## src/rtl/telnet_receive_negotiator_top_defines.svh

```systemverilog
// Assertion macros shared by the telnet receive negotiator RTL.
`ifndef TELNET_RECEIVE_NEGOTIATOR_TOP_DEFINES_SVH
`define TELNET_RECEIVE_NEGOTIATOR_TOP_DEFINES_SVH

`ifndef SYNTHESIS
// Check a property on every rising clock edge outside reset.
`define TNRN_ASSERT(lbl, prop) \
  lbl: assert property (@(posedge clk_i) disable iff (!rst_ni) prop) \
    else $error("telnet receive negotiator: check failed");
// Same, with a message of the caller's choice.
`define TNRN_ASSERT_MSG(lbl, prop, msg) \
  lbl: assert property (@(posedge clk_i) disable iff (!rst_ni) prop) \
    else $error(msg);
`else
`define TNRN_ASSERT(lbl, prop)
`define TNRN_ASSERT_MSG(lbl, prop, msg)
`endif

`endif

```

## src/rtl/tnrn_pkg.sv

```systemverilog
// Types, protocol constants and byte tables of the telnet receive negotiator.
`default_nettype none
package tnrn_pkg;

  localparam logic [7:0] C_SE   = 8'd240;
  localparam logic [7:0] C_AYT  = 8'd246;
  localparam logic [7:0] C_SB   = 8'd250;
  localparam logic [7:0] C_WILL = 8'd251;
  localparam logic [7:0] C_WONT = 8'd252;
  localparam logic [7:0] C_DO   = 8'd253;
  localparam logic [7:0] C_DONT = 8'd254;
  localparam logic [7:0] C_IAC  = 8'd255;

  localparam logic [7:0] BINARY_OPT    = 8'd0;
  localparam logic [7:0] WINSIZE_OPT   = 8'd31;
  localparam logic [7:0] SUB_TTYPE     = 8'd24;
  localparam logic [7:0] TERM_SEND_CMD = 8'd1;
  localparam logic [7:0] NAWS_ROWS     = 8'd25;

  localparam int unsigned NUM_OPTS = 5;
  localparam int unsigned NAWS_IDX = 4;
  localparam int unsigned AYT_MAX  = 15;
  localparam int unsigned TTYPE_LEN = 11;

  // Bit i belongs to tracked option i (binary, echo, SGA, ttype, NAWS).
  localparam logic [NUM_OPTS-1:0] ACCEPT_LOCAL = 5'b11101;
  localparam logic [NUM_OPTS-1:0] ACCEPT_PEER  = 5'b00111;

  localparam logic DEST_LOCAL = 1'b0;
  localparam logic DEST_PEER  = 1'b1;

  // Register indexes of the configuration port.
  localparam logic REG_START_MODE = 1'b0;
  localparam logic REG_INIT_COLS  = 1'b1;

  localparam logic [1:0] MODE_ACTIVE = 2'd1;
  localparam logic [1:0] MODE_AUTO   = 2'd2;

  typedef enum logic [2:0] {
    JOB_BYTE,
    JOB_REPLY,
    JOB_REPLY_NAWS,
    JOB_NAWS,
    JOB_TTYPE,
    JOB_AYT
  } job_kind_e;

  // One unit of work handed from the parser to the sequencer.
  typedef struct packed {
    job_kind_e  kind;
    logic       dest;
    logic [7:0] data;
    logic [7:0] verb;
    logic [7:0] cols;
    logic       binary;
    logic       active;
  } job_t;

  function automatic logic [7:0] opt_code(input logic [2:0] idx);
    logic [7:0] r;
    case (idx)
      3'd0:    r = 8'd0;
      3'd1:    r = 8'd1;
      3'd2:    r = 8'd3;
      3'd3:    r = 8'd24;
      3'd4:    r = 8'd31;
      default: r = 8'd0;
    endcase
    return r;
  endfunction

  // NAWS packet byte j; a width of 255 is doubled on the wire.
  function automatic logic [7:0] naws_byte(input logic [3:0] j, input logic [7:0] cols);
    logic [3:0] jj;
    logic [7:0] r;
    jj = ((cols != C_IAC) && (j >= 4'd5)) ? j + 4'd1 : j;
    case (jj)
      4'd0:    r = C_IAC;
      4'd1:    r = C_SB;
      4'd2:    r = WINSIZE_OPT;
      4'd3:    r = 8'd0;
      4'd4:    r = cols;
      4'd5:    r = C_IAC;
      4'd6:    r = 8'd0;
      4'd7:    r = NAWS_ROWS;
      4'd8:    r = C_IAC;
      4'd9:    r = C_SE;
      default: r = 8'd0;
    endcase
    return r;
  endfunction

  function automatic logic [7:0] ttype_byte(input logic [3:0] k);
    logic [7:0] r;
    case (k)
      4'd0:    r = C_IAC;
      4'd1:    r = C_SB;
      4'd2:    r = SUB_TTYPE;
      4'd3:    r = 8'd0;
      4'd4:    r = 8'd86;
      4'd5:    r = 8'd84;
      4'd6:    r = 8'd49;
      4'd7:    r = 8'd48;
      4'd8:    r = 8'd50;
      4'd9:    r = C_IAC;
      4'd10:   r = C_SE;
      default: r = 8'd0;
    endcase
    return r;
  endfunction

  function automatic logic [7:0] ayt_byte(input logic [3:0] k);
    logic [7:0] r;
    case (k)
      4'd0:    r = 8'd13;
      4'd1:    r = 8'd10;
      4'd2:    r = 8'd91;
      4'd3:    r = 8'd117;
      4'd4:    r = 8'd108;
      4'd5:    r = 8'd121;
      4'd6:    r = 8'd116;
      4'd7:    r = 8'd105;
      4'd8:    r = 8'd116;
      4'd9:    r = 8'd101;
      4'd10:   r = 8'd114;
      4'd11:   r = 8'd109;
      4'd12:   r = 8'd93;
      4'd13:   r = 8'd13;
      4'd14:   r = 8'd10;
      default: r = 8'd0;
    endcase
    return r;
  endfunction

endpackage
`default_nettype wire

```

## src/rtl/tnrn_front.sv

```systemverilog
// Parser front end: IAC state machine, option negotiation state, job issue.
`default_nettype none
module tnrn_front import tnrn_pkg::*; #(
  parameter int unsigned SUB_BUF_DEPTH = 16
) (
  input  wire logic       clk_i,
  input  wire logic       rst_ni,
  input  wire logic       in_valid_i,
  output      logic       in_stall_o,
  input  wire logic       command_i,
  input  wire logic [7:0] rx_byte_i,
  input  wire logic       first_in_buffer_i,
  input  wire logic [7:0] new_columns_i,
  input  wire logic       cfg_valid_i,
  input  wire logic       cfg_index_i,
  input  wire logic [7:0] cfg_data_i,
  input  wire logic       q_full_i,
  output      logic       q_push_o,
  output      job_t       job_o
);

  localparam int unsigned SCW = $clog2(SUB_BUF_DEPTH + 1);

  localparam logic [2:0] P_DATA   = 3'd0;
  localparam logic [2:0] P_IAC    = 3'd1;
  localparam logic [2:0] P_VERB   = 3'd2;
  localparam logic [2:0] P_SUB    = 3'd3;
  localparam logic [2:0] P_SUBIAC = 3'd4;

  logic [2:0]     state_q, state_d;
  logic [7:0]     verb_q, verb_d;
  logic [1:0]     mode_q;
  logic           active_q, active_d;
  logic           binary_q, binary_d;
  logic [7:0]     cols_q, cols_d;
  logic [3:0]     opt_q [NUM_OPTS];
  logic [3:0]     opt_d [NUM_OPTS];
  logic [SCW-1:0] sub_cnt_q, sub_cnt_d;
  logic [7:0]     head0_q, head0_d, head1_q, head1_d;

  logic       accept;
  logic       do_store;
  logic [7:0] store_byte;
  logic       hit;
  logic [2:0] idx;
  logic       on;
  logic [3:0] f;

  assign in_stall_o = q_full_i;
  assign accept     = in_valid_i && !q_full_i;

  always_comb begin
    hit = 1'b0;
    idx = 3'd0;
    for (int i = 0; i < NUM_OPTS; i++) begin
      if (opt_code(3'(i)) == rx_byte_i) begin
        hit = 1'b1;
        idx = 3'(i);
      end
    end
  end

  always_comb begin
    state_d    = state_q;
    verb_d     = verb_q;
    active_d   = active_q;
    binary_d   = binary_q;
    cols_d     = cols_q;
    opt_d      = opt_q;
    sub_cnt_d  = sub_cnt_q;
    head0_d    = head0_q;
    head1_d    = head1_q;
    do_store   = 1'b0;
    store_byte = rx_byte_i;
    on         = 1'b0;
    f          = opt_q[idx];
    q_push_o   = 1'b0;
    job_o      = '0;
    job_o.kind = JOB_BYTE;
    job_o.dest = DEST_PEER;
    job_o.data = rx_byte_i;

    if (command_i) begin
      cols_d = new_columns_i;
      if (opt_q[NAWS_IDX][0]) begin
        q_push_o   = 1'b1;
        job_o.kind = JOB_NAWS;
      end
    end else begin
      if (!active_q && mode_q == MODE_AUTO && first_in_buffer_i && rx_byte_i == C_IAC) begin
        active_d = 1'b1;
      end
      if (!active_d) begin
        q_push_o   = 1'b1;
        job_o.dest = DEST_LOCAL;
      end else begin
        case (state_q)
          P_IAC: begin
            state_d = P_DATA;
            if (rx_byte_i == C_IAC) begin
              q_push_o   = 1'b1;
              job_o.dest = DEST_LOCAL;
            end else if (rx_byte_i >= C_WILL && rx_byte_i <= C_DONT) begin
              verb_d  = rx_byte_i;
              state_d = P_VERB;
            end else if (rx_byte_i == C_SB) begin
              sub_cnt_d = '0;
              state_d   = P_SUB;
            end else if (rx_byte_i == C_AYT) begin
              q_push_o   = 1'b1;
              job_o.kind = JOB_AYT;
            end
          end
          P_VERB: begin
            state_d = P_DATA;
            if (!hit) begin
              // Refuse what we do not track; silence on WONT/DONT.
              if (verb_q == C_WILL) begin
                q_push_o   = 1'b1;
                job_o.kind = JOB_REPLY;
                job_o.verb = C_DONT;
              end else if (verb_q == C_DO) begin
                q_push_o   = 1'b1;
                job_o.kind = JOB_REPLY;
                job_o.verb = C_WONT;
              end
            end else if (verb_q == C_DO || verb_q == C_DONT) begin
              on = (verb_q == C_DO) && ACCEPT_LOCAL[idx];
              if (!((f[0] == on) && f[1])) begin
                opt_d[idx] = {f[3:2], 1'b1, on};
                q_push_o   = 1'b1;
                job_o.kind = (on && rx_byte_i == WINSIZE_OPT) ? JOB_REPLY_NAWS : JOB_REPLY;
                job_o.verb = on ? C_WILL : C_WONT;
                if (rx_byte_i == BINARY_OPT) begin
                  binary_d = on;
                end
              end
            end else begin
              on = (verb_q == C_WILL) && ACCEPT_PEER[idx];
              if (!((f[2] == on) && f[3])) begin
                opt_d[idx] = {1'b1, on, f[1:0]};
                q_push_o   = 1'b1;
                job_o.kind = JOB_REPLY;
                job_o.verb = on ? C_DO : C_DONT;
              end
            end
          end
          P_SUB: begin
            if (rx_byte_i == C_IAC) begin
              state_d = P_SUBIAC;
            end else begin
              do_store = 1'b1;
            end
          end
          P_SUBIAC: begin
            if (rx_byte_i == C_IAC) begin
              do_store   = 1'b1;
              store_byte = C_IAC;
              state_d    = P_SUB;
            end else begin
              state_d = P_DATA;
              if (rx_byte_i == C_SE && sub_cnt_q != '0) begin
                if (head0_q == SUB_TTYPE && sub_cnt_q > SCW'(1) &&
                    head1_q == TERM_SEND_CMD) begin
                  q_push_o   = 1'b1;
                  job_o.kind = JOB_TTYPE;
                end else if (head0_q == WINSIZE_OPT) begin
                  q_push_o   = 1'b1;
                  job_o.kind = JOB_NAWS;
                end
              end
            end
          end
          default: begin
            state_d = P_DATA;
            if (rx_byte_i == C_IAC) begin
              state_d = P_IAC;
            end else begin
              q_push_o   = 1'b1;
              job_o.dest = DEST_LOCAL;
            end
          end
        endcase
      end
    end

    // Keep the first two subnegotiation bytes, saturate the count.
    if (do_store && sub_cnt_q < SCW'(SUB_BUF_DEPTH)) begin
      if (sub_cnt_q == SCW'(0)) begin
        head0_d = store_byte;
      end
      if (sub_cnt_q == SCW'(1)) begin
        head1_d = store_byte;
      end
      sub_cnt_d = sub_cnt_q + SCW'(1);
    end

    job_o.cols   = cols_d;
    job_o.binary = binary_d;
    job_o.active = active_d;
    q_push_o     = q_push_o && accept;
  end

  always_ff @(posedge clk_i or negedge rst_ni) begin
    if (!rst_ni) begin
      state_q   <= P_DATA;
      verb_q    <= '0;
      mode_q    <= '0;
      active_q  <= 1'b0;
      binary_q  <= 1'b0;
      cols_q    <= 8'd80;
      sub_cnt_q <= '0;
      head0_q   <= '0;
      head1_q   <= '0;
      for (int i = 0; i < NUM_OPTS; i++) begin
        opt_q[i] <= '0;
      end
    end else if (cfg_valid_i) begin
      if (cfg_index_i == REG_START_MODE) begin
        mode_q   <= cfg_data_i[1:0];
        active_q <= (cfg_data_i[1:0] == MODE_ACTIVE);
      end else begin
        cols_q <= cfg_data_i;
      end
    end else if (accept) begin
      state_q   <= state_d;
      verb_q    <= verb_d;
      active_q  <= active_d;
      binary_q  <= binary_d;
      cols_q    <= cols_d;
      sub_cnt_q <= sub_cnt_d;
      head0_q   <= head0_d;
      head1_q   <= head1_d;
      opt_q     <= opt_d;
    end
  end

endmodule
`default_nettype wire

```

## src/rtl/tnrn_queue.sv

```systemverilog
// Small job queue between the parser and the byte sequencer.
`default_nettype none
module tnrn_queue import tnrn_pkg::*; #(
  parameter int unsigned DEPTH = 4
) (
  input  wire logic clk_i,
  input  wire logic rst_ni,
  input  wire logic push_i,
  input  wire job_t push_job_i,
  input  wire logic pop_i,
  output      job_t head_o,
  output      logic full_o,
  output      logic empty_o
);

  localparam int unsigned PW = (DEPTH > 1) ? $clog2(DEPTH) : 1;
  localparam int unsigned CW = $clog2(DEPTH + 1);

  job_t          mem_q [DEPTH];
  logic [PW-1:0] wr_q, rd_q;
  logic [CW-1:0] cnt_q;

  assign full_o  = (cnt_q == CW'(DEPTH));
  assign empty_o = (cnt_q == '0);
  assign head_o  = mem_q[rd_q];

  always_ff @(posedge clk_i) begin
    if (push_i) begin
      mem_q[wr_q] <= push_job_i;
    end
  end

  always_ff @(posedge clk_i or negedge rst_ni) begin
    if (!rst_ni) begin
      wr_q  <= '0;
      rd_q  <= '0;
      cnt_q <= '0;
    end else begin
      if (push_i) begin
        wr_q <= (wr_q == PW'(DEPTH - 1)) ? '0 : wr_q + PW'(1);
      end
      if (pop_i) begin
        rd_q <= (rd_q == PW'(DEPTH - 1)) ? '0 : rd_q + PW'(1);
      end
      if (push_i && !pop_i) begin
        cnt_q <= cnt_q + CW'(1);
      end else if (pop_i && !push_i) begin
        cnt_q <= cnt_q - CW'(1);
      end
    end
  end

endmodule
`default_nettype wire

```

## src/rtl/tnrn_back.sv

```systemverilog
// Byte sequencer: expands queued jobs into result bytes behind an output register.
`default_nettype none
module tnrn_back import tnrn_pkg::*; #(
  parameter int unsigned AYT_LEN = 15
) (
  input  wire logic       clk_i,
  input  wire logic       rst_ni,
  input  wire job_t       head_i,
  input  wire logic       empty_i,
  output      logic       pop_o,
  output      logic       out_valid_o,
  input  wire logic       out_stall_i,
  output      logic       destination_o,
  output      logic [7:0] out_byte_o,
  output      logic       last_o,
  output      logic       binary_transmit_o,
  output      logic       link_active_o
);

  localparam int unsigned AYT_N = (AYT_LEN < AYT_MAX) ? AYT_LEN : AYT_MAX;

  logic [3:0] k_q;
  logic       valid_q;
  logic       dest_q, last_q, bin_q, act_q;
  logic [7:0] byte_q;

  logic       load;
  logic       dest_c, last_c;
  logic [7:0] byte_c;
  logic [3:0] naws_last;

  assign naws_last = (head_i.cols == C_IAC) ? 4'd9 : 4'd8;
  assign load      = !empty_i && (!valid_q || !out_stall_i);
  assign pop_o     = load && last_c;

  always_comb begin
    dest_c = DEST_PEER;
    byte_c = 8'd0;
    last_c = 1'b0;
    case (head_i.kind)
      JOB_BYTE: begin
        dest_c = head_i.dest;
        byte_c = head_i.data;
        last_c = 1'b1;
      end
      JOB_REPLY, JOB_REPLY_NAWS: begin
        if (k_q == 4'd0) begin
          byte_c = C_IAC;
        end else if (k_q == 4'd1) begin
          byte_c = head_i.verb;
        end else if (k_q == 4'd2) begin
          byte_c = head_i.data;
        end else begin
          byte_c = naws_byte(k_q - 4'd3, head_i.cols);
        end
        if (head_i.kind == JOB_REPLY) begin
          last_c = (k_q == 4'd2);
        end else begin
          last_c = (k_q == naws_last + 4'd3);
        end
      end
      JOB_NAWS: begin
        byte_c = naws_byte(k_q, head_i.cols);
        last_c = (k_q == naws_last);
      end
      JOB_TTYPE: begin
        byte_c = ttype_byte(k_q);
        last_c = (k_q == 4'(TTYPE_LEN - 1));
      end
      JOB_AYT: begin
        byte_c = ayt_byte(k_q);
        last_c = (k_q == 4'(AYT_N - 1));
      end
      default: begin
        last_c = 1'b1;
      end
    endcase
  end

  always_ff @(posedge clk_i or negedge rst_ni) begin
    if (!rst_ni) begin
      k_q     <= '0;
      valid_q <= 1'b0;
    end else begin
      if (load) begin
        valid_q <= 1'b1;
        k_q     <= last_c ? 4'd0 : k_q + 4'd1;
      end else if (!out_stall_i) begin
        valid_q <= 1'b0;
      end
    end
  end

  always_ff @(posedge clk_i) begin
    if (load) begin
      dest_q <= dest_c;
      byte_q <= byte_c;
      last_q <= last_c;
      bin_q  <= head_i.binary;
      act_q  <= head_i.active;
    end
  end

  assign out_valid_o       = valid_q;
  assign destination_o     = dest_q;
  assign out_byte_o        = byte_q;
  assign last_o            = last_q;
  assign binary_transmit_o = bin_q;
  assign link_active_o     = act_q;

endmodule
`default_nettype wire

```

## src/rtl/telnet_receive_negotiator_top.sv

```systemverilog
// Top level of the telnet receive negotiator: parser, job queue and sequencer.
`default_nettype none
`include "telnet_receive_negotiator_top_defines.svh"
// Telnet receive negotiator. Received bytes (command 0) and window resize
// requests (command 1) enter on the input channel, one request per cycle
// unless stalled. The parser classifies each request in the cycle it is
// accepted, updates its IAC parse state, option negotiation flags, binary
// and link flags, and queues at most one job: a single local data byte, a
// three-byte reply (optionally followed by a NAWS packet), a NAWS packet,
// the terminal-type packet or the are-you-there text. The sequencer
// drains the queue one result byte per cycle unless stalled, into a
// registered output; last marks the final byte of a request, and
// binary_transmit/link_active show the flags as they stand after that
// request. A multi-byte job holds the sequencer until its last byte is out
// (3 bytes for a reply, 9 or 10 for NAWS, 11 for terminal type, up
// to 15 for the are-you-there text). The QUEUE_DEPTH-entry job queue lets
// the input keep flowing during such a burst; in_stall_o rises only when
// the queue is full. Requests that produce nothing never enter the queue.
// The configuration port (cfg_ready_o always high) takes register 0,
// start_mode (0 passthrough, 1 telnet active, 2 activate on an IAC that
// starts a buffer; writing it reloads link_active), and register 1, the
// initial column count reported in NAWS (writing it reloads the current
// width). Write configuration only while no request is in flight.
module telnet_receive_negotiator_top import tnrn_pkg::*; #(
  parameter int unsigned SUB_BUF_DEPTH = 16,
  parameter int unsigned AYT_LEN       = 15,
  parameter int unsigned QUEUE_DEPTH   = 4
) (
  input  wire logic       clk_i,
  input  wire logic       rst_ni,
  input  wire logic       in_valid_i,
  output      logic       in_stall_o,
  input  wire logic       command_i,
  input  wire logic [7:0] rx_byte_i,
  input  wire logic       first_in_buffer_i,
  input  wire logic [7:0] new_columns_i,
  output      logic       out_valid_o,
  input  wire logic       out_stall_i,
  output      logic       destination_o,
  output      logic [7:0] out_byte_o,
  output      logic       last_o,
  output      logic       binary_transmit_o,
  output      logic       link_active_o,
  input  wire logic       cfg_valid_i,
  output      logic       cfg_ready_o,
  input  wire logic       cfg_index_i,
  input  wire logic [7:0] cfg_data_i
);

  logic q_push, q_pop, q_full, q_empty;
  job_t push_job, head_job;

  // Configuration is always taken at once.
  assign cfg_ready_o = 1'b1;

  tnrn_front #(
    .SUB_BUF_DEPTH(SUB_BUF_DEPTH)
  ) u_front (
    .clk_i            (clk_i),
    .rst_ni           (rst_ni),
    .in_valid_i       (in_valid_i),
    .in_stall_o       (in_stall_o),
    .command_i        (command_i),
    .rx_byte_i        (rx_byte_i),
    .first_in_buffer_i(first_in_buffer_i),
    .new_columns_i    (new_columns_i),
    .cfg_valid_i      (cfg_valid_i),
    .cfg_index_i      (cfg_index_i),
    .cfg_data_i       (cfg_data_i),
    .q_full_i         (q_full),
    .q_push_o         (q_push),
    .job_o            (push_job)
  );

  tnrn_queue #(
    .DEPTH(QUEUE_DEPTH)
  ) u_queue (
    .clk_i     (clk_i),
    .rst_ni    (rst_ni),
    .push_i    (q_push),
    .push_job_i(push_job),
    .pop_i     (q_pop),
    .head_o    (head_job),
    .full_o    (q_full),
    .empty_o   (q_empty)
  );

  tnrn_back #(
    .AYT_LEN(AYT_LEN)
  ) u_back (
    .clk_i            (clk_i),
    .rst_ni           (rst_ni),
    .head_i           (head_job),
    .empty_i          (q_empty),
    .pop_o            (q_pop),
    .out_valid_o      (out_valid_o),
    .out_stall_i      (out_stall_i),
    .destination_o    (destination_o),
    .out_byte_o       (out_byte_o),
    .last_o           (last_o),
    .binary_transmit_o(binary_transmit_o),
    .link_active_o    (link_active_o)
  );

  // The parser never writes a full queue, the sequencer never pops an empty one.
  `TNRN_ASSERT(a_no_overflow, q_push |-> !q_full)
  `TNRN_ASSERT(a_no_underflow, q_pop |-> !q_empty)
  // Local terminal bytes are always a single result of their request.
  `TNRN_ASSERT_MSG(a_local_single, (out_valid_o && destination_o == DEST_LOCAL) |-> last_o,
    "local byte not marked last")

endmodule
`default_nettype wire

```

## config.mk

```make
export PLATFORM = sky130hd
export DESIGN_NAME = telnet_receive_negotiator_top
export DESIGN_NICKNAME = d
export VERILOG_FILES = /design/src/rtl/tnrn_pkg.sv /design/src/rtl/tnrn_front.sv /design/src/rtl/tnrn_queue.sv /design/src/rtl/tnrn_back.sv /design/src/rtl/telnet_receive_negotiator_top.sv
export VERILOG_INCLUDE_DIRS = /design/src /design/src/rtl
export SDC_FILE = /design/constraint.sdc
export NUM_CORES = 1
export LEC_CHECK = 0
export ABC_AREA = 1
export BUFFER_PORTS_ARGS = -buffer_cell sky130_fd_sc_hd__buf_2
export CAP_MARGIN = 20
export CORE_AREA = 2 2 147 149
export CTS_CLUSTER_DIAMETER = 100
export DETAILED_ROUTE_END_ITERATION = 8
export DIE_AREA = 0 0 149 151
export PLACE_DENSITY_LB_ADDON = 0.25
export SYNTH_ARGS = -nofsm -noshare
export SYNTH_HDL_FRONTEND = slang
export SYNTH_HIERARCHICAL = 1
export SYNTH_SLANG_ARGS = --single-unit
```

## constraint.sdc

```tcl
create_clock -name clk_i -period 9 [get_ports clk_i]
set_input_delay 2.7 -clock clk_i [delete_from_list [all_inputs] [get_ports clk_i]]
set_output_delay 2.7 -clock clk_i [all_outputs]
set_load 0.05 [all_outputs]
```

==> results.cfg, run 1 <==
[routing]
wl_per_cell_um = 15.4
wl_mm = 25.0
dr.pass1.iters = 7
drtAntennaViolNets = 0
vias_per_cell = 5.27
vias = 8539
drt_iter0_drc = 517
drcViolationCount = 0

[timing]
slew_headroom = 0.284
fin_hold_ws_ns = 0.486
hold_viol = 0
rsz0062_at_grt = false
drv_slew = 0
fmax_mhz = 172
min_period_ns = 5.80
fin_crit_sh = 0.644
worst_pin_slew_ns = 1.07
finClkSkew_ns = 0.0100
totalNegativeSetupSlack_ns = 0
setup_violations = 0

[clocking]
cts_buffers = 22
cts_tree = built
ctsResizeCount = 0
clock_path_buffers = 3
cts_hold_buf = 0
cts_htree_levels = 1
clock-sinks = 208
clk_pin_slew_worst_paths_ns = 0.06
cts_root_buf = clkbuf_16
post-cts-setup-buffers = 0
clk_latency_ns = 0.51

[finish]
nFillCells = 1824
antenna_cells = 0
multi_input_area_sq_um = 4400
final_cells = 1619
final_util = 0.597
seqCellArea_sq_um = 5870
fin_nets = 1381
area_growth_pct = 9.16
drive_gt1_frac = 0.132

[logic_synthesis]
synthCells = 1304
async_flop_share = 0.365
synth-seq-cells = 208
netlist_area_sq_um = 11400
ys.flop_type = edfxtp_1
yosysTopAreaCellShare = 0.348
synth_cell_types = 58
synth_edf_count = 132
yosysTopAreaCell = edfxtp_1
avgSynthCellArea_sq_um = 8.73
ys_warn_count = 6
synth-seq-area-share = 0.516
syn_nets = 1357
synth_area_leaders = edfxtp_1 (35%), dfrtp_1 (16%), nand2_1 (12%)

[global_routing]
grt_max_degree = 93
grt_usage = 0.231
grt_first_pass_wirelength_mm = 40.9
grt_antenna_before_repair = 0
grt_overflow_total = 0
first_global_vias = 8276

[die]
die_y_um = 151
ios = 47
rows = 53
start_util = 0.547
die_area_sq_um = 22500
fp.dieW_um = 149
core_area_sq_um = 20800

[worst_setup_path]
worstSetupStartpointType = input port
worstSetupPathType = input port to flip-flop
required_ns = 9.19
crit_arrival_ns = 5.98
cp-end-kind = flip-flop
critical_path.max_fanout = 16

[placement]
place_hpwl_mm = 17.8
numPortBuffers = 45
placed_cells = 1577
gp_congestion = 0.885

[power_and_ir_drop]
internal-power_w = 0.00224
max-vdd-ir-drop_v = 0.000214
pwr-share-comb = 0.435
swShare = 0.422
p_switching_w = 0.00163
power.leakage_nw = 5.55
power.clock.fraction = 0.231
seqPwrFrac = 0.334
power_density_nw_per_um2 = 311
power_w = 0.00387

[min_path]
min_path_type = flip-flop to flip-flop

[status]
status = completed

[job]
maxCapViolations = 0
cell usage in the layout (no fill, tap or decap), types with 16 or more instances in the layout:
| cell type | n |
|---|---|
| inv_2 | 22 |
| inv_1 | 181 |
| nand3_1 | 62 |
| nor2_1 | 82 |
| dfrtp_1 | 74 |
| nand2_1 | 349 |
| o211ai_1 | 67 |
| o21ai_1 | 16 |
| edfxtp_1 | 132 |
| nand2_2 | 19 |
| buf_2 | 44 |
| ha_1 | 20 |
| o21ai_0 | 75 |
| clkbuf_16 | 23 |
| a21oi_1 | 31 |
stage by stage:
stage | worst slack, ns | cell area [sq um]
finish | 3.20 | 12400
global route | 2.81 | 12400
CTS | 3.21 | 12400
detailed placement | 2.67 | 11600
global placement | 2.74 | 11600
floorplan | 3.55 | 11400
registers in the layout, summed over array words and instances, names as in the netlist:
signal / flops
u_queue/cnt_q: 3
u_queue/rd_q: 2
u_front/active_q: 1
u_queue/mem_q: 120
u_back/destination_o: 1
u_front/state_q: 3
u_front/opt_q: 20
u_front/sub_cnt_q: 5
u_back/last_o: 1
u_front/verb_q: 8
u_front/mode_q: 2
u_queue/wr_q: 2
u_front/binary_q: 1
u_back/k_q: 4
u_back/binary_transmit_o: 1
u_back/out_valid_o: 1
u_front/cols_q: 8
u_front/head1_q: 8
u_front/head0_q: 8
u_back/out_byte_o: 8
u_back/link_active_o: 1
layer usage:
metal | vias up | track usage | wire [um]
li1 | 4348 | - | -
met1 | 3945 | 0.284 | 10500
met2 | 193 | 0.413 | 12500
met3 | 53 | 0.0331 | 1060
met4 | 0 | 0.0857 | 911
met5 | - | 0 | 0
synthesized netlist by cell type, drive strengths merged (3+ instances only):
master and number:
nor3b 4, o22ai 7, edfxtp 132, nand3 68
and2 3, a21oi 35, nor3 10, o21ai 95
clkbuf 20, ha 20, xnor2 3, xor2 3
o31ai 3, a31oi 3, a211oi 7, nor2 96
or2 3, nand2 373, inv 203, dfrtp 74
nand4 13, buf 33, nor4 6, a221o 3
o211ai 67
power by group through the flow:
stage,Combinational [W],Sequential [W],Clock (W)
global placement,0.00164,0.00131,0
CTS,0.00168,0.00129,0.000914
floorplan,0.00124,0.00139,0
global route,0.00191,0.00131,0.000953
detailed placement,0.00167,0.00131,0
finish,0.00168,0.00129,0.000892
cell families after synthesis:
family,synth area share
flip-flops,0.516
buffers and inverters,0.0982
AO/OA/AOI/OAI,0.125
adder cells (fa/ha/maj),0.0237
multiplexers,0.00198
XOR/XNOR,0.00528
AND/OR/NAND/NOR,0.230
other,0.000329
worst max-delay path: stages:
cell     delay, ns
buf_2         0.15
nor2_1        0.19
nand3_2       0.14
nor2_2        0.33
nor2_2        0.12
nand3_1       0.11
nand2_1       0.05
nand2_1       0.07
nand3_1       0.09
nand3_2       0.13
nand2_2       0.08
nand3_1       0.08
nand2_1       0.10
nand3_1       0.08
nand2_1       0.05
a21oi_1       0.56
nand2_1       0.11
inv_1         0.47
buf_4         0.37
worst paths after layout:
| check | startpoint | end | slack (ns) | cells past startpoint |
|---|---|---|---|---|
| setup / recovery | rx_byte_i[7] | u_queue/mem_q[2][11] | 3.20 | 19 |
| hold / removal | u_front/opt_q[3] | u_front/opt_q[3] | 0.49 | 1 |
| setup reg to reg | u_queue/rd_q[0] | u_queue/cnt_q[1] | 4.40 | 21 |
| hold reg to reg | u_front/opt_q[3] | u_front/opt_q[3] | 0.49 | 1 |
| max in group asynchronous | rst_ni | u_back/k_q[3] | 6.32 | 2 |
| min in group asynchronous | rst_ni | u_front/opt_q[14] | 2.08 | 1 |
final cells by class:
class / count / area share
clock inverters: 12 / 0.00866
clock buffers: 28 / 0.0503
multi-input cells: 839 / 0.354
flip-flops and latches: 208 / 0.472
inverters: 204 / 0.0616
well taps: 275 / 0.0277
repair buffers: 53 / 0.0253
(Power assumes the default switching activity.)
==> run 2: changes to the inputs <==
--- a/config.mk
+++ b/config.mk
@@ -6,7 +6,7 @@
 export SDC_FILE = /design/constraint.sdc
 export NUM_CORES = 1
 export LEC_CHECK = 0
-export ABC_AREA = 1
+export ABC_AREA = 0
 export BUFFER_PORTS_ARGS = -buffer_cell sky130_fd_sc_hd__buf_2
 export CAP_MARGIN = 20
 export CORE_AREA = 2 2 147 149
==> constraint.sdc (replaced) <==
create_clock -name clk_i -period 4.9 [get_ports clk_i]
set_input_delay 1.47 -clock clk_i [delete_from_list [all_inputs] [get_ports clk_i]]
set_output_delay 1.47 -clock clk_i [all_outputs]
set_load 0.05 [all_outputs]
==> run 2 against run 1 <==
  * Design area increased by 1.6%
  * Via count decreased by 6.8%
  * Global-route usage increased by 1.1 points
  * Wire length increased by 6.3%
  * Sequential share of layout area decreased by 0.75 points
  * Sequential power increased by 88%
  * Count of clock-buffer cells in the layout increased by 5
  * Largest cell class unchanged
==> results.cfg, run 2 <==
[clocking]
clk_pin_slew_worst_paths_ns = 0.06
clock-sinks = 208
cts_tree = built
cts_htree_levels = 1
clock_path_buffers = 3
post-cts-setup-buffers = 0
clk_latency_ns = 0.50
cts_root_buf = clkbuf_16
cts_buffers = 22
cts_hold_buf = 0
ctsResizeCount = 0

[finish]
largest_reg_flops = 120
final_cell_mix = edfxtp_1 (132), nand2_1 (76), dfrtp_1 (73)
top_regs = u_queue/mem_q: 120 flops, u_front/opt_q: 20 flops
fin_nets = 1031
antenna_cells = 0
largest_register = u_queue/mem_q
area_growth_pct = 12.0
drive_gt1_frac = 0.253
final_common_cell = edfxtp_1

[status]
status = completed

[logic_synthesis]
synthCells = 928
ys.flop_type = edfxtp_1
async_flop_share = 0.365
synth-seq-area-share = 0.521
synth_most_common_cell = edfxtp_1
ys_warn_count = 6
netlist_area_sq_um = 11300
synth_commonest_cells = edfxtp_1 (132), nand2_1 (76), dfrtp_1 (74)
yosysTopAreaCellShare = 0.352
synth_edf_count = 132
yosysTopAreaCell = edfxtp_1
synth_cell_types = 101
synth-seq-cells = 208
synth_area_leaders = edfxtp_1 (35%), dfrtp_1 (16%), mux4_2 (6.2%)
syn_nets = 981
avgSynthCellArea_sq_um = 12.1

[timing]
min_period_ns = 4.37
hold_viol = 0
fin_crit_sh = 0.891
setup_violations = 0
totalNegativeSetupSlack_ns = 0
drv_slew = 0
finClkSkew_ns = 0.0128
rsz0062_at_grt = false
worst_pin_slew_ns = 0.917
fmax_mhz = 229
fin_hold_ws_ns = 0.459
slew_headroom = 0.386

[power_and_ir_drop]
internal-power_w = 0.00434
power_density_nw_per_um2 = 555
p_switching_w = 0.00267
seqPwrFrac = 0.346
power.leakage_nw = 4.75
pwr-share-comb = 0.425
power.clock.fraction = 0.229
swShare = 0.380
max-vdd-ir-drop_v = 0.000324

[job]
maxCapViolations = 0

[routing]
wl_per_cell_um = 20.9
drtAntennaViolNets = 0
drt_iter0_drc = 686
vias = 7960
vias_per_cell = 6.27
dr.pass1.iters = 6
wl_mm = 26.6
drcViolationCount = 0

[die]
start_util = 0.541
die_y_um = 151
ios = 47
fp.dieW_um = 149
rows = 53
core_area_sq_um = 20800
die_area_sq_um = 22500

[global_routing]
grt_usage = 0.242
grt_antenna_before_repair = 0
grt_overflow_total = 0
grt_max_degree = 77
grt_first_pass_wirelength_mm = 42.6
first_global_vias = 7776

[min_path]
min_path_type = flip-flop to flip-flop

[worst_setup_path]
worstSetupStartpointType = input port
required_ns = 5.32
cp-end-kind = flip-flop
critical_path.max_fanout = 6
worstSetupPathType = input port to flip-flop
crit_arrival_ns = 4.79

[placement]
numPortBuffers = 45
gp_congestion = 0.925
place_hpwl_mm = 18.5
==> run 2: cell families (layout without fill, tap and decap cells) <==
| group | count (synthesis) | after routing | synth area share |
|---|---|---|---|
| other | 1 | 1 | 0.000333 |
| flip-flops | 208 | 208 | 0.521 |
| XOR/XNOR | 17 | 17 | 0.0155 |
| adder cells (fa/ha/maj) | 21 | 21 | 0.0240 |
| multiplexers | 88 | 88 | 0.121 |
| AO/OA/AOI/OAI | 210 | 210 | 0.133 |
| AND/OR/NAND/NOR | 291 | 291 | 0.140 |
| buffers and inverters | 92 | 158 | 0.0455 |
==> run 2: per-layer routing <==
layer / track usage / share of wire / wire, um / vias up
met2: 0.392 / 0.47 / 12600 / 266
met5: 0 / 0 / 0 / -
met1: 0.345 / 0.44 / 11700 / 3957
met3: 0.0292 / 0.058 / 1540 / 58
li1: - / - / - / 3679
met4: 0.0767 / 0.027 / 714 / 0
==> run 2: through the flow <==
stage | util | power (W) | cells | setup WS, ns | cell area, sq um
after detailed placement | 0.570 | 0.00539 | 1227 | 0.0109 | 11900
after global placement | 0.570 | 0.00537 | 1227 | 0.0418 | 11900
after CTS | 0.604 | 0.00701 | 1267 | 0.537 | 12600
after floorplan | - | 0.00466 | 928 | 0.0264 | 11300
after global routing | 0.606 | 0.00738 | 1269 | 0.345 | 12600
final | 0.606 | 0.00701 | 1269 | 0.532 | 12600
==> run 2: power by group through the flow <==
stage | sequential [W] | clock, W | combinational (W)
5_1_grt | 0.00246 | 0.00172 | 0.00320
3_3_place_gp | 0.00245 | 0 | 0.00292
6_report | 0.00242 | 0.00160 | 0.00298
3_5_place_dp | 0.00246 | 0 | 0.00292
4_1_cts | 0.00243 | 0.00164 | 0.00294
2_1_floorplan | 0.00255 | 0 | 0.00210
==> run 2: area by class of cell <==
cell class                      count  area (sq um)
Clock buffer                       33           684
Clock inverter                      7          36.3
Fill cell                        1665          8200
Inverter                           26          98.8
Multi-Input combinational cell    628          4940
Sequential cell                   208          5870
Tap cell                          275           344
Timing Repair Buffer               92           657
==> run 2: path summary, 6_finish.rpt <==
check | startpoint | end | slack (ns) | depth (start not counted)
max in group asynchronous | rst_ni | u_front/cols_q[4] | 3.36 | 2
worst min-delay path | u_front/verb_q[3] | u_front/verb_q[3] | 0.46 | 1
worst max-delay path | rx_byte_i[2] | u_queue/cnt_q[2] | 0.53 | 14
min in group asynchronous | rst_ni | u_front/opt_q[11] | 0.90 | 1
worst max register to register | u_queue/rd_q[0] | u_queue/cnt_q[2] | 0.78 | 15
worst min register to register | u_front/verb_q[3] | u_front/verb_q[3] | 0.46 | 1
==> run 2: critical path: stages <==
cell      delay [ns]
buf_2           0.13
or4b_4          0.57
o31ai_2         0.19
a211oi_1        0.13
or4_4           0.55
nand3_1         0.13
a41oi_2         0.18
a221oi_4        0.31
ha_2            0.22
inv_1           0.05
fa_1            0.42
xor2_1          0.16
nor2_1          0.10
xor2_1          0.15
